$ cat src/rtl/vfu_div.sv
// ----------------------------------------------------------------------------
// Vector unit divider
// Pipelined restoring division of a magnitude scaled by 1.0 by a length.
// ----------------------------------------------------------------------------
module vfu_div #(
	parameter int RW = 33,
	parameter int F  = 16
) (
	input  logic          clk,
	input  logic          en,
	input  logic [RW-1:0] len,
	input  logic [RW-1:0] mag,
	output logic [F:0]    quo,
	output logic [RW-1:0] len_o
);

	// The magnitude never exceeds the length, so the quotient fits F+1 bits and
	// the first partial remainder is the magnitude shifted right by one.
	logic [RW-1:0] rem_s [F+1];
	logic [F:0]    quo_s [F+1];
	logic [RW-1:0] len_s [F+1];

	for (genvar k = 0; k <= F; k++) begin : g_stage
		logic [RW-1:0] prev_rem;
		logic [F:0]    prev_quo;
		logic [RW-1:0] prev_len;
		logic          bit_in;
		logic [RW:0]   rem_ext;

		if (k == 0) begin : g_first
			assign prev_rem = mag >> 1;
			assign prev_quo = '0;
			assign prev_len = len;
			assign bit_in   = mag[0];
		end else begin : g_next
			assign prev_rem = rem_s[k-1];
			assign prev_quo = quo_s[k-1];
			assign prev_len = len_s[k-1];
			assign bit_in   = 1'b0;
		end

		assign rem_ext = {prev_rem, bit_in};

		always_ff @(posedge clk) begin
			if (en) begin
				len_s[k] <= prev_len;
				if (rem_ext >= {1'b0, prev_len}) begin
					rem_s[k] <= RW'(rem_ext - {1'b0, prev_len});
					quo_s[k] <= {prev_quo[F-1:0], 1'b1};
				end else begin
					rem_s[k] <= rem_ext[RW-1:0];
					quo_s[k] <= {prev_quo[F-1:0], 1'b0};
				end
			end
		end
	end

	assign quo   = quo_s[F];
	assign len_o = len_s[F];

endmodule

$ cat config.mk
export PLATFORM = sky130hd
export DESIGN_NAME = vfu_div
export DESIGN_NICKNAME = d
export VERILOG_FILES = /design/src/rtl/vfu_div.sv
export SDC_FILE = /design/constraint.sdc
export NUM_CORES = 2
export LEC_CHECK = 0
export BUFFER_PORTS_ARGS = -buffer_cell sky130_fd_sc_hd__buf_2
export CAP_MARGIN = 20
export CORE_AREA = 3 3 363 455
export CTS_CLUSTER_SIZE = 10
export DETAILED_ROUTE_END_ITERATION = 12
export DIE_AREA = 0 0 366 458
export HOLD_SLACK_MARGIN = 0.03
export PLACE_DENSITY = 0.6
export SYNTH_ARGS = -nofsm -noshare
export SYNTH_HDL_FRONTEND = slang
export SYNTH_SLANG_ARGS = --single-unit
$ cat constraint.sdc
create_clock -name clk -period 3.1 [get_ports clk]
set_input_delay 0 -clock clk [delete_from_list [all_inputs] [get_ports clk]]
set_output_delay 0 -clock clk [all_outputs]
set_load 0.02 [all_outputs]
# Yosys cells after proc, flatten, opt, wreduce, memory -nomap -nowiden
# Memories as Yosys holds them, arrays and structs flattened.
# Cells that the tools add are included.
[word_totals]
out_inout_bits = 50
word_cells = 209
ff_bits = 0
n_memories = 3
ram_bits = 1411
input_bits = 68
[mem_list]
columns = ["memory", "words", "width", "read_ports", "rd_clocked_by_memory_dff", "wr", "line_no", "source"]
rows = [
  ["len_s", 17, 33, 17, 0, 17, "21", "logic [RW-1:0] len_s [F+1];"],
  ["rem_s", 17, 33, 16, 0, 17, "19", "logic [RW-1:0] rem_s [F+1];"],
  ["quo_s", 17, 17, 17, 0, 17, "20", "logic [F:0] quo_s [F+1];"],
]
[classes]
bitwise = 34
addsub = 17
n_mux = 138
magnitude_cmp = 17
[ops]
columns = ["cell", "n"]
rows = [
  ["$mux W33", 17],
  ["$sub A33 B33 Y33", 17],
  ["$ge A34 B33 Y1", 16],
  ["$mux W17", 17],
  ["$mux W1", 104],
  ["$or A1 B1 Y1", 34],
  ["$ge A33 B33 Y1", 1],
]

# Logic depth before layout (Yosys ltp)
# An unclocked memory read counts as a cell.
[depth]
depth_word = 6
depth_mapped = 15
mapped_depth_nobuf = 13

# Worst setup path before layout
# No wires, ideal clock.
[synth_path]
path_type = "register -> register"
startpoint = "memory rem_s[13][6]"
endpoint = "memory rem_s[14][10] (data pin)"
t_arrival_ps = 3140
synth_period_minus_slack_ps = 3400
path_slack_ps = -300
stages_incl_launch_ff = 12
t_required_ps = 2840
path_buffers = 1
path_cell_list = "edfxtp_1 ha_1 a21o_1 a311oi_1 a21oi_1 or4_1 a21oi_2 o22ai_1 a21o_1 a41oi_4 buf_6 mux2_2"
[synth_rtl]
columns = ["element", "line_no"]
rows = [
  ["start, declared", "19"],
]

==> impl_metrics.ini <==
[worst_setup_path]
cp.required_ns = 3.62
cp_slowest_stage_delay_ns = 0.40
worstPathCellList = inv_2 > ha_4 > nor2b_4 > o31a_1 > o311a_1 > nor2b_2 > buf_6 > a2111oi_4 > or3_4 > a31oi_1 > buf_4 > o21ai_4 > a31o_4 > buf_12 > buf_12 > mux2_4
cp_data_arrival_time_ns = 4.21
end_kind = flip-flop
cp-start-kind = flip-flop
cp_common_cell = buf_12
critPathMaxFanout = 7
cpMaxStageDelayCell = edfxtp_1
path_class = flip-flop to flip-flop

[final_layout]
utilization_pct = 61.3
finalNetCount = 9053
fillers = 12900
drive_above_1_share_pct = 33.6
layout_common_cells = 1404 x buf_4, 1241 x edfxtp_1, 647 x inv_1
instances_no_fill = 10600
layout_commonest_cell = buf_4
area_growth_pct = 36.7

[route]
routed_wl_um = 200000
antenna_left = 0
wire_per_inst_um = 18.8
vias = 56100
via_per_inst = 5.28
drt_iter0_markers = 2242
drc_errors = 0
dr.pass1.iters = 6

[synthesis]
yosysSeqAreaShare_pct = 51.5
synthesis.area_per_instance_um2 = 11.0
synth_edf_count = 1241
synth_seq_cells = 1242
yosysUniqueCellTypes = 93
synth-main-ff-cell = edfxtp_1
synth_area_mm2 = 0.0723
syn-num-nets = 7192
async_reset_ff_share_pct = 0
synth_cells = 6548
synth_warnings = 0

[timing]
worstMarginPinSlew_ns = 1.02
layout_min_cycle_time_ns = 3.68
clock_skew_ns = 0.0258
rsz0062_at_grt = yes
setup_ws_ns = -0.585
finalHoldViolCount = 0
hold_ws_ns = 0.101
setup_viol = 504
slew_headroom_pct = 32.3
fmax_mhz = 271
slew_violations = 0
period_share_pct = 119

[power]
p_sw_mw = 35.2
swShare_pct = 36.4
p_leak_nw = 42.7
power-per-cell-area_mw_per_mm2 = 978
power_frac_clock_pct = 15.7
seqPwrFrac_pct = 28.2
comb_power_share_pct = 56.1
intPower_mw = 61.5
irDropWorstVdd_v = 0.000602

[floorplan]
die_x_um = 366
coreArea_mm2 = 0.161
die_area_mm2 = 0.168
die-height_um = 458
start_util_pct = 44.8
io_pins = 118
num_rows = 165

[status]
outcome = complete, but fails checks
violations = setup timing

[cts]
cts_htree_levels = 4
clock_latency_ns = 0.79
ctsRootBufferMaster = clkbuf_16
path_clk_slew_ns = 0.05
numCtsBuffers = 147
clock-sinks = 1242
cts_tree = built
clk_path_buf_depth = 3

[flow_run]
cap_violations = 0

[placed_design]
dp_hpwl_um = 145000
dp_cells = 10100
place_ws_ns = -0.896
portBuffers = 117
gp_congestion = 0.953

[grt]
grt_pass1_wl_um = 295000
grt_usage_pct = 22.4
antenna_found_initial = 2
grt_pass1_vias = 59000
grt_max_degree = 173
gr-total-overflow = 0

[min_path]
hold_class = input pin to flip-flop
[through the flow]
stage	TNS (ns)	instance area, um2	power (mW)
final	-108.00	98900	96.7
after global routing	-157.71	98900	103
after CTS	-135.29	94000	90.6
after detailed placement	-214.55	86100	71.9
after global placement	-194.97	86100	71.2
after floorplan	-3.35	72800	54.3
[cell type report]
| type | count | area [um2] | share of cell area, % |
|---|---|---|---|
| Clock buffer | 177 | 3810 | 3.86 |
| Sequential cell | 1242 | 37300 | 37.7 |
| Timing Repair Buffer | 1878 | 16300 | 16.5 |
| Tap cell | 2171 | 2720 | 2.75 |
| Antenna cell | 1 | 2.50 | 0.00253 |
| Clock inverter | 22 | 213 | 0.215 |
| Inverter | 685 | 2600 | 2.63 |
| Multi-Input combinational cell | 4455 | 36000 | 36.4 |
[state kept, by name, indices dropped and copies added, names as in the netlist]
| register | count |
|---|---|
| len_s | 561 |
| quo_s | 153 |
| rem_s | 528 |
[cell families after synthesis]
family,after synthesis,share of synthesized area (%)
compound gates,1783,15.4
fa+ha+maj,576,10.1
mux,221,3.55
simple gates,1431,9.46
xor+xnor,443,5.36
buf+inv,852,4.56
flops,1242,51.5
[synth_stat cells (15+ instances only)]
master       n  area, um2
nand2b_1    94        588
a21o_1     252       1890
nor3_1      72        360
o21ai_1     15       75.1
o21ai_0    456       2280
nor2b_1     59        369
o21bai_1    74        556
nor4_1      21        131
clkbuf_1   122        458
edfxtp_1  1241      37300
a211o_1     15        131
nand3_1     98        490
a21oi_1    550       2750
a31oi_1     61        382
o31a_1      23        201
buf_2       30        150
or3_1       31        194
and2_1      47        294
nand2_1    445       1670
xor2_1     198       1730
a31o_2      15        131
inv_1      685       2570
mux2_4      26        390
o211ai_1    33        248
a211oi_1    33        248
and3_1      48        300
o21a_1      64        480
nand4_1     81        507
mux2_2     180       2030
nor2_1     362       1360
xnor2_1    245       2150
fa_1        16        320
ha_1       560       7010
a21boi_0    17        128
o31ai_1     35        263
[metal layers]
layer	GRT usage (%)	share of wire, %	wire length [um]	up-vias
met3	2.79	2.3	4580	660
met1	16.2	28	55300	26800
met5	0	0	0	-
met4	17.2	9.2	18300	0
li1	-	-	-	27700
met2	49.4	61	122000	1032
[worst max-delay path: cells and delay by family (launching register included)]
family	cells	cell delay (ns)
adder cells (fa/ha/maj)	1	0.20
multiplexers	1	0.30
AO/OA/AOI/OAI	6	1.21
AND/OR/NAND/NOR	3	0.61
buffers and inverters	5	0.66
flip-flops	1	0.40
[worst paths after layout]
path | from | end | slack (ns) | depth (start not counted)
worst max-delay path | len_s[0][200]$_DFFE_PP_ | rem_s[7][4]$_DFFE_PP_ | -0.58 | 16
worst min-delay path | mag[6] | rem_s[0][6]$_DFFE_PP_ | 0.10 | 3
worst max register to register | len_s[0][200]$_DFFE_PP_ | rem_s[7][4]$_DFFE_PP_ | -0.58 | 16
worst min register to register | quo_s[0][0]$_DFFE_PP_ | quo_s[1][1]$_DFFE_PP_ | 0.41 | 0
[timing repair]
| action | in CTS | in global routing |
|---|---|---|
| pin swaps | 113 | 321 |
| endpoints found under the hold margin | 384 | 0 |
| setup endpoints to repair | 510 | 541 |
| cloned | 16 | 35 |
| resized for setup | 306 | 1029 |
| setup buffers | 109 | 127 |
| hold buffers | 126 | 0 |
[power groups by stage]
stage | registers (mW) | clock network, mW | logic (mW)
2_1_floorplan | 26.5 | 0 | 27.8
3_3_place_gp | 27.2 | 0 | 44.0
3_5_place_dp | 27.3 | 0 | 44.6
4_1_cts | 27.0 | 15.6 | 48.0
5_1_grt | 27.7 | 16.3 | 58.8
6_report | 27.3 | 15.2 | 54.2
Power figures use the tool's default switching activity.
