===== src/rtl/vfu_sqrt.sv =====
// ----------------------------------------------------------------------------
// Vector unit square root
// Pipelined digit-by-digit integer square root, one result bit per stage.
// ----------------------------------------------------------------------------
module vfu_sqrt #(
	parameter int RW = 33
) (
	input  logic              clk,
	input  logic              en,
	input  logic [2*RW-1:0]   rad,
	output logic [RW-1:0]     root
);

	logic [RW+1:0]   rem_s  [RW];
	logic [RW-1:0]   root_s [RW];
	logic [2*RW-1:0] rad_s  [RW];

	for (genvar k = 0; k < RW; k++) begin : g_stage
		logic [RW+1:0]   prev_rem;
		logic [RW-1:0]   prev_root;
		logic [2*RW-1:0] prev_rad;
		logic [RW+3:0]   rem_ext;
		logic [RW+3:0]   trial;

		if (k == 0) begin : g_first
			assign prev_rem  = '0;
			assign prev_root = '0;
			assign prev_rad  = rad;
		end else begin : g_next
			assign prev_rem  = rem_s[k-1];
			assign prev_root = root_s[k-1];
			assign prev_rad  = rad_s[k-1];
		end

		assign rem_ext = {prev_rem, prev_rad[2*RW-1 -: 2]};
		assign trial   = {2'b00, prev_root, 2'b01};

		always_ff @(posedge clk) begin
			if (en) begin
				rad_s[k] <= {prev_rad[2*RW-3:0], 2'b00};
				if (rem_ext >= trial) begin
					rem_s[k]  <= (RW+2)'(rem_ext - trial);
					root_s[k] <= {prev_root[RW-2:0], 1'b1};
				end else begin
					rem_s[k]  <= rem_ext[RW+1:0];
					root_s[k] <= {prev_root[RW-2:0], 1'b0};
				end
			end
		end
	end

	assign root = root_s[RW-1];

endmodule


===== config.mk =====
export PLATFORM = sky130hd
export DESIGN_NAME = vfu_sqrt
export DESIGN_NICKNAME = d
export VERILOG_FILES = /design/src/rtl/vfu_sqrt.sv
export SDC_FILE = /design/constraint.sdc
export NUM_CORES = 2
export LEC_CHECK = 0
export BUFFER_PORTS_ARGS = -buffer_cell sky130_fd_sc_hd__buf_4
export CORE_ASPECT_RATIO = 1.5
export CORE_MARGIN = 2
export CORE_UTILIZATION = 30
export CTS_CLUSTER_SIZE = 20
export DETAILED_ROUTE_END_ITERATION = 16
export PLACE_DENSITY_LB_ADDON = 0.1
export SYNTH_ARGS = -nofsm -noshare
export SYNTH_HDL_FRONTEND = slang
export SYNTH_MEMORY_MAX_BITS = 65536
export SYNTH_SLANG_ARGS = --single-unit

===== constraint.sdc =====
create_clock -name clk -period 4.6 [get_ports clk]
set_clock_uncertainty 0.1 [all_clocks]
set_input_delay 0.92 -clock clk [delete_from_list [all_inputs] [get_ports clk]]
set_output_delay 0.92 -clock clk [all_outputs]
set_load 0.02 [all_outputs]

---- Word-level counts from Yosys, hierarchy flattened ----
Memory sizes are Yosys's and may differ from the RTL's.
Index checks and enable logic that the tools add are counted.
word-level totals
  register bits after elaboration ......... 0
  bits in writable memories ............... 4356
  output and inout port bits .............. 33
  bits of input ports ..................... 68
  memories kept ........................... 3
  word-level logic and storage cells ...... 401
cells by class
  bitwise logic cells ..................... 66
  mux-type cells .......................... 266
  $lt $le $gt $ge ......................... 33
  $add $sub $neg .......................... 33
memories
  memory  depth  bits a word  read ports  clocked after memory_dff  write ports  line  source
  rad_s   33     64           32          0                         33           16    logic [2*RW-1:0] rad_s [RW];
  rem_s   33     35           32          0                         33           14    logic [RW+1:0] rem_s [RW];
  root_s  33     33           33          0                         33           15    logic [RW-1:0] root_s [RW];
operators by type and width
  kind                                                                number
  greater-or-equal comparator 37 x 35 -> 1 bit                        32
  2-to-1 mux 35 bit                                                   33
  subtractor 35 bit                                                   32
  2-to-1 mux 33 bit                                                   33
  2-to-1 mux 1 bit                                                    200
  bitwise OR 1 bit                                                    66
  subtractor 2 x 1 -> 3 bit (second input constant)                   1
  greater-or-equal comparator 2 x 1 -> 1 bit (second input constant)  1

---- Depth between registers and ports, before layout ----
An unclocked memory read counts as a cell.
  word-level depth ........................ 6
  depth in mapped cells ................... 15
  depth with buffers taken out ............ 13

---- Worst setup path after synthesis ----
Ideal clock, no wire load.
  path type ............................... reg2reg
  from .................................... memory rem_s[7][11] in the netlist's numbering
  to ...................................... memory rem_s[8][27] in the netlist's numbering (data pin)
  required time ........................... 4234 ps
  stages on the path, launching flop included .. 13
  setup slack ............................. 237 ps
  data arrival time ....................... 3997 ps
  clock period less this slack ............ 4363 ps
  path buffers ............................ 2
  library setup time ...................... 266 ps
  cell sequence ........................... edfxtp_1 -> or4_4 -> or4_4 -> or3_4 -> or2_1 -> buf_2 -> or4_1 -> buf_2 -> o311a_4 -> a2111o_1 -> or2_4 -> nor4_4 -> xor2_1
RTL lines
  element             line
  start: declaration  14

==> summary.md <==
| Metric | Value |
|---|---|
| Status | finished, final reports clean |
| WL per Instance | between 15 and 20 um |
| # DRC | 0 |
| Clk_lat worst skew | 930 ps |
| Area share of the largest cell type after synthesis | 0.6414 |
| Power per Cell Area | 496.4 nW/um2 |
| # placed instances | about 15000 |
| Ports | 101 |
| Starting Density | 0.3008 |
| Switching Fraction | 0.2957 |
| Seq/Total Area, Yosys | 0.6416 |
| Crit-path leading delay family | compound AO/OA/AOI/OAI gates |
| Largest family of logic cells by synthesized area | simple AND/OR/NAND/NOR gates |
| Largest net degree at the start of global routing | 195 |
| Share of total power in sequential cells | 0.465 |
| Pint | 0.05044 W |
| CTS tree | yes |
| Critical-path top delay cell | edfxtp_1 |
| Slew @ Worst Pin | 1112 ps |
| Synth Warn # | 0 |
| Max clock buf depth | 4 |
| Async SR Flop Fraction | 0 |
| Root buffer cell | clkbuf_16 |
| CP Data Required Time | 5140 ps |
| Die height | roughly 800 um |
| Clock transition at the registers of the reported paths | approximately 60 ps |
| First-pass GRT wire length | 482300 um |
| Final min period | 4315 ps |
| Mapped Cells | 9875 |
| Top cells by count, synth | 2683 x edfxtp_1, 857 x nand2_1, 753 x inv_1 |
| Fin crit share | 0.9381 |
| Vias in the first global route | about 79000 |
| RSZ-0062 raised after global routing | false |
| Drt initial violations | 4519 |
| Final Setup Violations | 0 |
| Initial antenna violation count | 6 |
| Final WL | 321600 um |
| GP Congestion | 0.8606 |
| Multiplexer share of the synthesized area | 0.004732 |
| Syn Nets | 10540 |
| Xor/xnor cell area share of the yosys netlist | 0.06178 |
| Non-filler cells, final | 16090 |
| HP Class | in2reg |
| Compound-cell area share of the yosys netlist | 0.09547 |
| Power share of the clock group | 0.331 |
| Type of the worst setup path | reg2reg |
| Final WS setup | 284.6 ps |
| Top-count cell post-synth | edfxtp_1 |
| Pleak | 54.13 nW |
| Crit path buf inv count | 3 |
| Gate power share | 0.204 |
| Post-synth EDFFs | 2683 |
| Fin. max-slew vios | 0 |
| Worst Setup SP | root_s[29][10] |
| DP Wirelength | 240000 um |
| Cell variety after synth | 83 |
| Worst hold path startpoint | rad[30] |
| Share of layout cells above drive strength 1 | 0.07933 |
| Arr. time, crit path | 4860 ps |
| I/O Buffers | 100 |
| Startpoint types | flop |
| Synth Area in Simple Gates | 0.1079 |
| Pre-CTS WS | -25.80 ps |
| Synthesized flop and latch total | 2684 |
| Clock sinks | about 2700 |
| Crit path largest cell delay | 520 ps |
| Main flop type after synthesis | edfxtp_1 |
| TritonCTS Buffers | 295 |
| Psw | 0.02118 W |
| Endpoints failing hold | 0 |
| Full die area | 424000 um2 |
| Max IR drop VDD | 0.3350 mV |
| First-pass DRT Iterations | 5 |
| Congestion Overflow GR | 0 |
| Post-Synth Adder-Cell Area | 0.05947 |
| Largest area contributor in the netlist | edfxtp_1 |
| CORE AREA | 417600 um2 |
| Vias | 76230 |
| Max frequency | 231.7 MHz |
| Synth top area cells | edfxtp_1 64%, ha_1 5.9%, xor2_1 3.4% |
| # Max-Cap Violations | 0 |
| Max_slew headroom | 0.2518 |
| Synth Cell Area | 125600 um2 |
| Routed vias/inst | 4.739 |
| Crit. End Element | flop |
| Site Rows | 291 |
| Syn_area_per_cell | 12.72 um2 |
| Final Net Count | 10950 |
| H-tree Lvls | 5 |
| Fin util | 0.3455 |
| Total Routing Usage GR | 0.1479 |
| Crit path cell chain | inv_1 > ha_1 > nand4_1 > or2_2 > nor2b_1 > o41ai_1 > buf_4 > o211ai_1 > o21ai_0 > nand4_1 > o211a_1 > buf_6 > o21ai_0 |
| Die width | between 500 and 600 um |
| CP Max Fanout | 53 |
| ANT nets after route | 0 |
| R2r startpoint | root_s[29][10] |
| P&R area growth vs syn | 14.87% |
| Fill cells | 40990 |
## power by group through the flow
stage | clock, W | sequential (W) | combinational [W]
2_1_floorplan | 0 | 0.0325 | 0.0104
3_3_place_gp | 0 | 0.0340 | 0.0146
3_5_place_dp | 0 | 0.0339 | 0.0147
4_1_cts | 0.0248 | 0.0335 | 0.0148
5_1_grt | 0.0256 | 0.0336 | 0.0163
6_report | 0.0237 | 0.0333 | 0.0146
## placed cells by master, fill, tap and decap left out, types with 97 or more instances in the layout
cell / instances
edfxtp_1: 2683
nand2_1: 857
inv_1: 753
o21ai_0: 636
ha_1: 597
a21oi_1: 504
nor2_1: 499
xor2_1: 486
xnor2_1: 400
clkbuf_16: 304
a21o_1: 271
nor3_1: 260
buf_4: 242
nand3_1: 165
or3_1: 135
nor4_1: 131
nand2b_1: 127
nor2b_1: 97
## flip-flops by register name, summed over array words and instances (netlist names)
name,count
root_s,561
rad_s,1056
rem_s,1067
## metal layers
metal / vias to the layer above / GRT usage / share of wire
met4: 0 / 0.06394 / 0.045
met1: 37360 / 0.1414 / 0.35
met2: 1137 / 0.3084 / 0.58
met3: 547 / 0.01644 / 0.024
met5: - / 0 / 0
li1: 37190 / - / -
## layout make-up
type / instances / area, um2 / area share
diodes: 7 / 17.52 / 0.0001214
clock buffers: 351 / 7784 / 0.05395
clock inverters: 175 / 1718 / 0.01191
inverters: 759 / 2849 / 0.01975
multi-input cells: 6220 / 41530 / 0.2879
flip-flops and latches: 2684 / 80590 / 0.5585
well taps: 5567 / 6965 / 0.04828
repair buffers: 324 / 2826 / 0.01959
## path summary, 6_finish.rpt
check	to	slack (ps)	cells past startpoint
max	rem_s[30][3]	280	13
min	rad_s[0][30]	130	1
max reg2reg	rem_s[30][3]	280	13
min reg2reg	rad_s[0][1393]	300	0
## stage by stage
step / power (W) / hold slack, ps / instance area, um2 / TNS [ps]
floorplan: 0.04293 / 300.3 / 125600 / 0
global placement: 0.04853 / 300.2 / 134100 / -9.389
detailed placement: 0.04860 / 304.5 / 134100 / -25.80
CTS: 0.07307 / 25.83 / 144200 / 0
global route: 0.07549 / 62.89 / 144300 / 0
finish: 0.07161 / 127.2 / 144300 / 0
## logic make-up (layout without fill, tap and decap cells)
family	Yosys count	in the layout
AO/OA/AOI/OAI	1950	1950
XOR/XNOR	886	886
adder cells (fa/ha/maj)	597	597
buffers and inverters	971	1609
flip-flops	2684	2684
multiplexers	54	54
other	0	7
AND/OR/NAND/NOR	2733	2733
## repair_timing
item,4_1_cts,5_1_grt
hold buffers,63,0
hold endpoints to repair,63,0
resized for setup,1,6
buffers inserted,0,2
pin swaps,0,1
setup endpoints to repair,1,9
gates cloned,0,0
Power figures use the tool's default switching activity.
